### src/rtl/adjacency_matrix_graph_store_assert.svh
// Assertion macros used by the graph store module.
// Each macro expects clk_i and rst_ni to be visible where it is used.
`ifndef ADJACENCY_MATRIX_GRAPH_STORE_ASSERT_SVH
`define ADJACENCY_MATRIX_GRAPH_STORE_ASSERT_SVH

// Same-cycle implication, disabled while reset is asserted.
`define AMGS_ASSERT_IMP(lbl, ante, cons, msg) \
  lbl: assert property (@(posedge clk_i) disable iff (!rst_ni) (ante) |-> (cons)) \
    else $error(msg);

// Next-cycle implication, disabled while reset is asserted.
`define AMGS_ASSERT_NXT(lbl, ante, cons, msg) \
  lbl: assert property (@(posedge clk_i) disable iff (!rst_ni) (ante) |=> (cons)) \
    else $error(msg);

`endif

### src/rtl/amgs_ram.sv
`default_nettype none

// Simple dual-port synchronous memory with a registered read port.
module amgs_ram #(
  parameter int WIDTH = 8,
  parameter int DEPTH = 32
) (
  input  wire logic                     clk_i,
  input  wire logic                     we_i,
  input  wire logic [$clog2(DEPTH)-1:0] waddr_i,
  input  wire logic [WIDTH-1:0]         wdata_i,
  input  wire logic                     re_i,
  input  wire logic [$clog2(DEPTH)-1:0] raddr_i,
  output logic      [WIDTH-1:0]         rdata_o
);

  logic [WIDTH-1:0] mem [DEPTH];

  // Write port.
  always_ff @(posedge clk_i) begin
    if (we_i) begin
      mem[waddr_i] <= wdata_i;
    end
  end

  // Read port, registered.
  always_ff @(posedge clk_i) begin
    if (re_i) begin
      rdata_o <= mem[raddr_i];
    end
  end

endmodule

`default_nettype wire
### config.mk
export PLATFORM = sky130hd
export DESIGN_NAME = amgs_ram
export DESIGN_NICKNAME = d
export VERILOG_FILES = /design/src/rtl/adjacency_matrix_graph_store_assert.svh /design/src/rtl/amgs_ram.sv
export SDC_FILE = /design/constraint.sdc
export NUM_CORES = 1
export LEC_CHECK = 0
export BUFFER_PORTS_ARGS = -buffer_cell sky130_fd_sc_hd__buf_2
export CAP_MARGIN = 20
export CORE_ASPECT_RATIO = 0.9
export CORE_MARGIN = 1.5
export CORE_UTILIZATION = 65
export DETAILED_ROUTE_END_ITERATION = 8
export PLACE_DENSITY_LB_ADDON = 0.1
export SKIP_CTS_REPAIR_TIMING = 1
export SLEW_MARGIN = 20
export SYNTH_ARGS = -nofsm -noshare
export SYNTH_HDL_FRONTEND = slang
export SYNTH_SLANG_ARGS = --single-unit
### constraint.sdc
create_clock -name clk_i -period 3.5 [get_ports clk_i]
set_clock_uncertainty 0.2 [all_clocks]
set_input_delay 0.175 -clock clk_i [delete_from_list [all_inputs] [get_ports clk_i]]
set_output_delay 0.175 -clock clk_i [all_outputs]
set_load 0.01 [all_outputs]
# [After elaboration in Yosys (flattened, before gate mapping)]
# Memories as Yosys holds them, arrays and structs flattened. A register that Yosys moved wholly into a read port is not among the register bits.
# Cells that the tools add are included.
[word_totals] register_bits=0 ram_bits=256 out_inout_bits=8 mem_count=1
[classes] muxes=2
[mem_list] memory="mem" depth=32 word_bits=8 read_ports=1 rd_ports_with_merged_regs=1 write_ports=1 line_no="amgs_ram.sv:17" rtl="logic [WIDTH-1:0] mem [DEPTH];"
[op_table] cell="2-to-1 mux 1 bit" count=2

# [Logic depth before layout (Yosys ltp)]
# Gate-level depths: netlist of run 1.
[depth] ltp_word=2 depth_mapped=5

# [Worst setup path after synthesis of run 1]
# Ideal clock, no wire load.
[synth_timing] path_type="input port to flip-flop" from="in raddr_i[2]" to="reg rdata_o[0], read port of mem, data pin" setup_time_ns=0.260 arrival_ns=1.857 setup_slack_ns=1.183 path_stages=5 n_path_buf=2 cell_sequence="clkbuf_1 clkbuf_1 mux4_2 mux4_2 mux2_2"
[synth_lines] element="start, declared" line_no="amgs_ram.sv:13" rtl="input wire logic [$clog2(DEPTH)-1:0] raddr_i,"
[synth_lines] element="end, declared" line_no="amgs_ram.sv:14" rtl="output logic [WIDTH-1:0] rdata_o"

==> results of run 1 <==
## per-stage QoR
step	std cells	worst slack, ps	cell area [sq um]	hold WS (ps)
2_1_floorplan	417	1180	10100	73.9
3_3_place_gp	632	781	10500	348
3_5_place_dp	632	771	10500	351
4_1_cts	680	1320	11300	-185
5_1_grt	682	1240	11300	4.37
6_report	682	1320	11300	-7.95
## cell type report
cell class                 count  area share, %
tap                          202           2.23
multi-input combinational    133           18.5
clock inverter                20           1.06
clock buffer                  28           6.00
timing repair buffer          35           2.21
sequential                   264           70.0
## kinds of logic (layout without fill, tap and decap cells)
kind of cell  Yosys count  count (layout)  share of synthesized area (%)
flops                 264             264                           78.2
mux                    88              88                           18.7
simple gates           45              45                           2.05
buf+inv                20              83                           1.05
## Yosys cell counts
| cell | number | area, sq um |
|---|---|---|
| nand3b_1 | 5 | 37.5 |
| buf_6 | 1 | 11.3 |
| mux2_2 | 8 | 90.1 |
| clkbuf_1 | 6 | 22.5 |
| nor2_1 | 33 | 124 |
| buf_1 | 6 | 22.5 |
| buf_2 | 1 | 5.00 |
| nand2_1 | 1 | 3.75 |
| nand3_1 | 2 | 10.0 |
| edfxtp_1 | 264 | 7930 |
| or3b_2 | 3 | 26.3 |
| mux4_2 | 80 | 1800 |
| buf_4 | 6 | 45.0 |
| or3_1 | 1 | 6.26 |
## routing by layer
| layer | GRT usage (%) | up-vias |
|---|---|---|
| met4 | 6.65 | 0 |
| met2 | 40.0 | 246 |
| li1 | - | 1876 |
| met3 | 7.18 | 38 |
| met5 | 0 | - |
| met1 | 41.4 | 2405 |
## worst min path at each step
| stage | cells past startpoint | startpoint | endpoint |
|---|---|---|---|
| 3_3_place_gp | 1 | re_i | rdata_o[4]$_DFFE_PP_ |
| 4_1_cts | 1 | re_i | rdata_o[4]$_DFFE_PP_ |
| 3_5_place_dp | 1 | re_i | rdata_o[4]$_DFFE_PP_ |
| 2_1_floorplan | 0 | wdata_i[0] | mem[0][0]$_DFFE_PP_ |
| 6_report | 1 | wdata_i[6] | mem[20][6]$_DFFE_PP_ |
| 5_1_grt | 1 | wdata_i[5] | mem[20][5]$_DFFE_PP_ |
## registers in the layout, summed over array words and instances, names as in the netlist
register  count
mem         256
rdata_o       8
## report_power, final
group | switching [mW] | internal (mW) | leakage (nW)
Clock | 1.11 | 1.47 | 0.398
Combinational | 0.190 | 0.145 | 0.755
Sequential | 0.0152 | 3.53 | 2.38
Total | 1.31 | 5.15 | 3.54
==> impl_results.md, run 1 <==
* Crit path required time at between 3000 and 4000 ps
* Worst Path Buf+Inv at 2
* Top sig layer: met4
* Gate Count Post-Synth at 417
* Yosys reg bits at 264
* Launch point of the worst path: raddr_i[0]
* Top delay family on crit path: multiplexers
* Unrepaired setup endpoints after global routing: no
* WL per Instance at approximately 30 microns
* FF-to-FF Start: mem[8][6]$_DFFE_PP_
* Post-detail-place hpwl at 12.1 mm
* Status: finished, violations left
* Max cap viols at 0
* IO buf count at 28
* Slew Limit Fails at 0
* Static Leak at 3.54 nW
* DRT Pass-1 Iters at 5
* CP Capture Point: rdata_o[2]$_DFFE_PP_
* Layout area overhead at 11.8%
* Syn_nets at 438
* Fin crit share at 62.3%
* Die Y at between 100 and 150 microns
* Max VDD drop at around 450 uV
* Core Area at approximately 15000 sq um
* Hold WS at -7.95 ps
* CP Launch Type: input pin
* Antenna viol nets, final at 0
* Reg area at a little under 8000 sq um
* Final core occ at 73.9%
* Worst R2R End: rdata_o[6]$_DFFE_PP_
* Worst-Skew Late Latency at 520 ps
* NumNets Final at slightly below 500
* CTS clk-pin slew, worst paths at 60 ps
* Clk buf depth at 3
* Layout cells sized above 1 at 33.8%
* TritonCTS clock tree: done
* Most numerous cell on the critical path: mux4_2
* Critical path's slowest cell: mux4_2
* Total power at 6.46 mW
* H-tree Lvls at 1
* Boundary pin count at 29
* Worst EP arrival at 2240 ps
* Setup violators final at 0
* Total number of vias at approximately 4600
* DRC at 0
* Yosys warnings at 0
* Met2 wire len at 9.61 mm
* Initial core utilization at 66.1%
* Syn Area/Cell at 24.3 sq um
* Worst hold path class: input pin to register
* Post-synthesis cell type count at 14
* Multi-input logic area at 2100 sq um
* Seq/Total Area, Yosys at 78.2%
* Pin count of the biggest net entering global routing at 33
* WP depth at 5
* Normalized max-slew margin at around 43%
* Vias per inst at 6.69
* Crit path time final at 2180 ps
* Vias in the first global route at 4549
* Die width at 135 microns
* Core Rows at 43
* All-layer global routing usage at 27.0%
* Max Fanout on Critical Path at 22
* Most frequent cells in the layout: edfxtp_1, mux4_2, nor2_1
* Global-route wire length before repair at 30.4 mm
* GRT overflow at 0
* Placer Congestion at 0.793
* Worst Reg2Reg Path Length in Cells at 3
* Setup_tns at 0 ps
* Initial antenna violation count at 1
* Worst-Margin Slew at 852 ps
* Metal3 WL at 2.24 mm
* WS Path Type: input pin to register
* Layout fillers at 847
* Slowest Stage Delay on Critical Path at 560 ps
* Highest clock rate at 0.459 GHz
* Antenna cell count at 0
* PwrDens at 570 nW/um^2
* Clock sink total at ~260
* Die ar. at 16300 sq um
* Failing checks: hold timing
* CP endpoint kind: register
* Mapped Area at around 10000 sq um
* Most common cell after layout, fill and taps aside: edfxtp_1
* Initial drt markers at 539
* Clk Tree Root Cell: clkbuf_16
* Final Hold Viols at 27
* WL met1 at 8.25 mm
* CP cell instances: buf_4 > buf_12 > mux4_2 > mux4_2 > mux2_2
* Num CTS Buffers at 26
* Routed Wire Length at 20.6 mm
* R2R Setup Slk at ~1400 ps
(Power assumes the default switching activity.)
==> run 2, diff against run 1 <==
--- a/config.mk
+++ b/config.mk
@@ -9,7 +9,7 @@
 export CAP_MARGIN = 20
 export CORE_ASPECT_RATIO = 0.9
 export CORE_MARGIN = 1.5
-export CORE_UTILIZATION = 65
+export CORE_UTILIZATION = 61
 export DETAILED_ROUTE_END_ITERATION = 8
 export PLACE_DENSITY_LB_ADDON = 0.1
 export SKIP_CTS_REPAIR_TIMING = 1
==> constraint.sdc (replaced) <==
create_clock -name clk_i -period 2.15 [get_ports clk_i]
set_clock_uncertainty 0.2 [all_clocks]
set_input_delay 0.1075 -clock clk_i [delete_from_list [all_inputs] [get_ports clk_i]]
set_output_delay 0.1075 -clock clk_i [all_outputs]
set_load 0.01 [all_outputs]
==> run 2 against run 1 <==
Effect of this change: the run now ends clean; sequential power up 63%; hold slack improved by 100 ps; utilization shrank 1.7 points; first-iteration DRC count fell by 21%; via count grew 2.4%; combinational power increased by 71%; global-route usage fell by 2.4 points; clock power increased by 56%; final area increased by 3.1%; critical path type is now register to register; critical endpoint is now rdata_o[4]$_DFFE_PP_; largest power group unchanged; highest routed layer unchanged.
==> impl_results.md, run 2 (same netlist as run 1, synthesis figures left out) <==
* Die width at 139 microns (+3.2%)
* Worst-Skew Late Latency at 510 ps (about the same)
* Post-detail-place hpwl at 12.7 mm (+4.3%)
* Final Hold Viols at 0 (-100%)
* Pin count of the biggest net entering global routing at 33 (unchanged)
* Most common cell after layout, fill and taps aside: edfxtp_1
* Worst EP arrival at 2210 ps (-30 ps)
* Initial core utilization at 62.6% (-3.5 points)
* Global-route wire length before repair at 30.8 mm (+1.3%)
* Die Y at 125 microns (+3.1%)
* Most frequent cells in the layout: edfxtp_1, mux4_2, buf_4
* GRT overflow at 0 (unchanged)
* Layout area overhead at 15.2%
* Die ar. at 17400 sq um (+6.4%)
* Layout cells sized above 1 at 36.1% (+2.3 points)
* CP endpoint kind: register
* Largest reg by FF count: mem
* WL per Instance at 28.2 microns (-6.7%)
* Static Leak at 3.75 nW (+6.0%)
* Worst hold path class: input pin to register
* Max reg flops at 256 (unchanged)
* Highest clock rate at 0.465 GHz
* IO buf count at 28 (unchanged)
* Unrepaired setup endpoints after global routing: yes
* Slew Limit Fails at 0 (unchanged)
* PwrDens at 889 nW/um^2 (+56%)
* Core Area at 16200 sq um (+5.6%)
* Max Fanout on Critical Path at 1 (-95%)
* Total power at 10.4 mW (+61%)
* Fin crit share at 100%
* Antenna viol nets, final at 0 (unchanged)
* Max cap viols at 0 (unchanged)
* Crit path required time at 2210 ps (-1350 ps)
* Vias per inst at 6.42 (-4.0%)
* Clk Tree Root Cell: clkbuf_16
* Setup violators final at 0 (unchanged)
* DRT Pass-1 Iters at 4 (-1)
* NumNets Final at 524 (+8.9%)
* Initial antenna violation count at 0 (-1)
* TritonCTS clock tree: done
* Normalized max-slew margin at 57.2% (+14 points)
* Antenna cell count at 0 (unchanged)
* Crit path time final at 2150 ps
* Setup_tns at 0 ps (unchanged)
* Core Rows at 44 (+2.3%)
* Initial drt markers at 427 (-21%)
* Placer Congestion at 0.782 (-1.5%)
* Clock sink total at 264 (unchanged)
* Max VDD drop at 815 uV (+81%)
* Routed Wire Length at 20.5 mm (-0.43%)
* Layout fillers at 949 (+12%)
* Clk buf depth at 3 (unchanged)
* Status: complete, no violations
* Worst-Margin Slew at 642 ps (-210 ps)
* Num CTS Buffers at 26 (unchanged)
* DRC at 0 (unchanged)
* Boundary pin count at 29 (unchanged)
* CP Launch Type: register
* Total number of vias at 4676 (+2.4%)
* Vias in the first global route at 4754 (+4.5%)
* WS Path Type: register to register
* All-layer global routing usage at 24.6% (-2.4 points)
* CTS clk-pin slew, worst paths at 60 ps (about the same)
* H-tree Lvls at 1 (unchanged)
* Top Registers: mem (256), rdata_o (8)
-- run 2: cell types whose count changed in the layout (fill, tap and decap cells not counted), moves of 2 or more --
| cell | previous run | this run |
|---|---|---|
| buf_4 | 2 | 34 |
| clkinv_2 | 8 | 1 |
| clkinv_1 | 9 | 7 |
| buf_12 | 4 | 7 |
| dlygate4sd3_1 | 2 | 10 |
| mux2_2 | 8 | 6 |
| mux2_4 | 0 | 2 |
| clkbuf_1 | 1 | 10 |
-- run 2: path summary, 6_finish.rpt --
kind / from / endpoint / slack (ps) / cells past startpoint
setup / recovery: mem[4][4]$_DFFE_PP_ / rdata_o[4]$_DFFE_PP_ / 0.5 / 3
setup reg to reg: mem[4][4]$_DFFE_PP_ / rdata_o[4]$_DFFE_PP_ / 0.5 / 3
hold reg to reg: mem[24][3]$_DFFE_PP_ / rdata_o[3]$_DFFE_PP_ / 790 / 3
hold / removal: raddr_i[1] / rdata_o[2]$_DFFE_PP_ / 90 / 3
-- run 2: cell type report --
class / instances / area [sq um] / share of cell area, %
well taps: 207 / 259 / 2.22
clock inverters: 9 / 40.0 / 0.343
clock buffers: 37 / 713 / 6.11
repair buffers: 78 / 631 / 5.40
multi-input cells: 133 / 2110 / 18.0
flip-flops and latches: 264 / 7930 / 67.9
-- run 2: where the power goes --
part | leakage [nW] | internal (mW) | total (mW) | switching (mW)
Combinational | 0.999 | 0.266 | 0.572 | 0.306
Clock | 0.364 | 2.29 | 4.03 | 1.74
Sequential | 2.38 | 5.75 | 5.77 | 0.0274
Total | 3.75 | 8.31 | 10.4 | 2.07
-- run 2: worst max-delay path, cell delays in order (launching register included) --
cell and delay (ps):
edfxtp_1 380, mux4_2 530, mux4_2 510, mux2_2 280
-- run 2: layer usage --
metal	track usage [%]	up-vias	wire length (microns)
li1	-	1958	-
met1	39.6	2495	8940
met5	0	-	0
met4	4.11	0	209
met3	5.25	14	1660
met2	36.5	209	9710
-- run 2: stage by stage --
| stage | setup WS, ps | instance area (sq um) | utilization (%) | hold slack, ps | cells |
|---|---|---|---|---|---|
| final | 0.472 | 11700 | 72.1 | 92.7 | 728 |
| after global routing | -9.36 | 11700 | 72.1 | 116 | 728 |
| after CTS | -7.21 | 11600 | 71.5 | -243 | 718 |
| after detailed placement | -179 | 10800 | 66.8 | 290 | 672 |
| after global placement | -162 | 10800 | 66.8 | 295 | 672 |
| after floorplan | 17.6 | 10100 | - | 6.37 | 417 |
==> run 3, diff against run 2 <==
--- a/config.mk
+++ b/config.mk
@@ -7,9 +7,10 @@
 export LEC_CHECK = 0
 export BUFFER_PORTS_ARGS = -buffer_cell sky130_fd_sc_hd__buf_2
 export CAP_MARGIN = 20
-export CORE_ASPECT_RATIO = 0.9
+export CORE_ASPECT_RATIO = 0.6
 export CORE_MARGIN = 1.5
 export CORE_UTILIZATION = 61
+export CTS_CLUSTER_DIAMETER = 50
 export DETAILED_ROUTE_END_ITERATION = 8
 export PLACE_DENSITY_LB_ADDON = 0.1
 export SKIP_CTS_REPAIR_TIMING = 1
==> run 3 against run 2 <==
Effect of this change: the flow now finishes with violations (setup timing); non-clock buffer count is 9 higher; largest power group unchanged; largest cell class unchanged; critical endpoint is now rdata_o[6]$_DFFE_PP_; flip-flop and latch count unchanged; clock power is 8.9% lower; global-route usage increased by 1.6 points; wire length up 6.9%; register-to-register slack hardly changed.
==> impl_results.md, run 3 (same netlist as run 1, synthesis figures left out) <==
* Status: finished, violations left
* Failing checks: setup timing
* Largest reg by FF count: mem
* Fin crit share at 101% (+0.65 points)
* WL per Instance at 29.9 microns (+6.2%)
* Worst-Margin Slew at 622 ps (-20.4 ps)
* Highest clock rate at 0.462 GHz (-0.65%)
* NumNets Final at 530 (+1.1%)
* Pin count of the biggest net entering global routing at 33 (unchanged)
* Setup_tns at -24.7 ps (-24.7 ps)
* Boundary pin count at 29 (unchanged)
* CP Launch Type: register
* Unrepaired setup endpoints after global routing: yes
* Max cap viols at 0 (unchanged)
* Layout cells sized above 1 at 37.6% (+1.5 points)
* Final Instance Area at 11700 sq um (about the same)
* DRC at 0 (unchanged)
* Initial drt markers at 566 (+33%)
* Clock sink total at 264 (unchanged)
* GRT overflow at 0 (unchanged)
* Crit path time final at 2160 ps (+14.0 ps)
* Global-route wire length before repair at 31.0 mm (+0.54%)
* Setup violators final at 2 (+2)
* Max VDD drop at 733 uV (-10%)
* Die Y at 103 microns (-18%)
* PwrDens at 860 nW/um^2 (-3.3%)
* Clk buf depth at 3 (unchanged)
* R2R Setup Slk at -10 ps (about the same)
* Initial core utilization at 62.5% (-0.12 points)
* Antenna viol nets, final at 0 (unchanged)
* Core Rows at 36 (-18%)
* Total number of vias at 4796 (+2.6%)
* Static Leak at 3.76 nW (+0.30%)
* Worst hold path class: input pin to register
* Most common cell after layout, fill and taps aside: edfxtp_1
* DRT Pass-1 Iters at 5 (+1)
* Routed Wire Length at 21.9 mm (+6.9%)
* Hold WS at 10.4 ps (-82.3 ps)
* Die width at 169 microns (+22%)
* Final core occ at 72.0% (-0.11 points)
* Slew Limit Fails at 0 (unchanged)
* WS Path Type: register to register
* Most frequent cells in the layout: edfxtp_1, mux4_2, buf_4
* Reg area at 7930 sq um (unchanged)
* H-tree Lvls at 1 (unchanged)
* Layout fillers at 943 (-0.63%)
* Core Area at 16200 sq um (+0.19%)
* Antenna cell count at 0 (unchanged)
* Initial antenna violation count at 1 (+1)
* CP endpoint kind: register
* TritonCTS clock tree: done
* IO buf count at 28 (unchanged)
* CTS clk-pin slew, worst paths at 70 ps (about the same)
* Multi-input logic area at 2110 sq um (unchanged)
* Max reg flops at 256 (unchanged)
* Top Registers: mem (256), rdata_o (8)
* Num CTS Buffers at 23 (-12%)
* Normalized max-slew margin at 58.6% (+1.4 points)
* All-layer global routing usage at 26.2% (+1.6 points)
* Layout area overhead at 15.3% (about the same)
* Vias per inst at 6.54 (+1.9%)
* Die ar. at 17400 sq um (+0.14%)
* Worst setup margin at -13.6 ps (-14.0 ps)
* Vias in the first global route at 4613 (-3.0%)
* Crit path required time at 2210 ps (about the same)
* Worst-Skew Late Latency at 510 ps (about the same)
* Placer Congestion at 0.811 (+3.7%)
* Clk Tree Root Cell: clkbuf_16
* Post-detail-place hpwl at 14.0 mm (+10%)
* Final Hold Viols at 0 (unchanged)
* Post-Place Cell Area at 10900 sq um (+0.99%)
* Worst EP arrival at 2220 ps (about the same)
* Max Fanout on Critical Path at 1 (unchanged)
## run 3: cell count changes in the layout (fill, tap and decap cells not counted)
cell and delta:
clkinvlp_4 +1, clkinv_1 -2, clkbuf_1 -4, buf_4 +6, buf_12 +3, clkinv_2 +4
inv_6 -1, clkbuf_16 -4
## run 3: layer usage
layer	global-route usage [%]	vias up	part of all wire, %
met3	8.91	28	13
met2	37.3	252	44
li1	-	1965	-
met1	40.7	2549	42
met4	4.63	2	1.4
met5	0	-	0.041
## run 3: worst paths after layout
kind                              from                    to  depth (start not counted)
setup / recovery   mem[4][6]$_DFFE_PP_  rdata_o[6]$_DFFE_PP_                          3
hold reg to reg   mem[23][6]$_DFFE_PP_  rdata_o[6]$_DFFE_PP_                          3
hold / removal              waddr_i[2]  mem[17][5]$_DFFE_PP_                          3
setup reg to reg   mem[4][6]$_DFFE_PP_  rdata_o[6]$_DFFE_PP_                          3
## run 3: cell type report
class	count	area share (%)
multi-input combinational	133	18.0
clock buffer	29	5.12
timing repair buffer	87	6.30
tap	209	2.24
clock inverter	11	0.439
sequential	264	67.9
## run 3: through the flow
stage / total power [mW] / setup slack, ps / cells
6_report: 10.0 / -13.6 / 733
2_1_floorplan: 6.18 / 17.6 / 417
4_1_cts: 10.1 / -17.3 / 723
3_5_place_dp: 6.46 / -218 / 683
5_1_grt: 10.3 / -70.2 / 733
3_3_place_gp: 6.44 / -210 / 683
## run 3: critical path: stages, from the launching register on
cell,delay (ps)
edfxtp_1,400
mux4_2,550
mux4_2,480
mux2_4,280
## run 3: where the power goes
part	internal, mW	total [mW]	switching (mW)
Clock	1.96	3.67	1.71
Sequential	5.74	5.77	0.0266
Combinational	0.284	0.599	0.316
Total	7.99	10.0	2.05
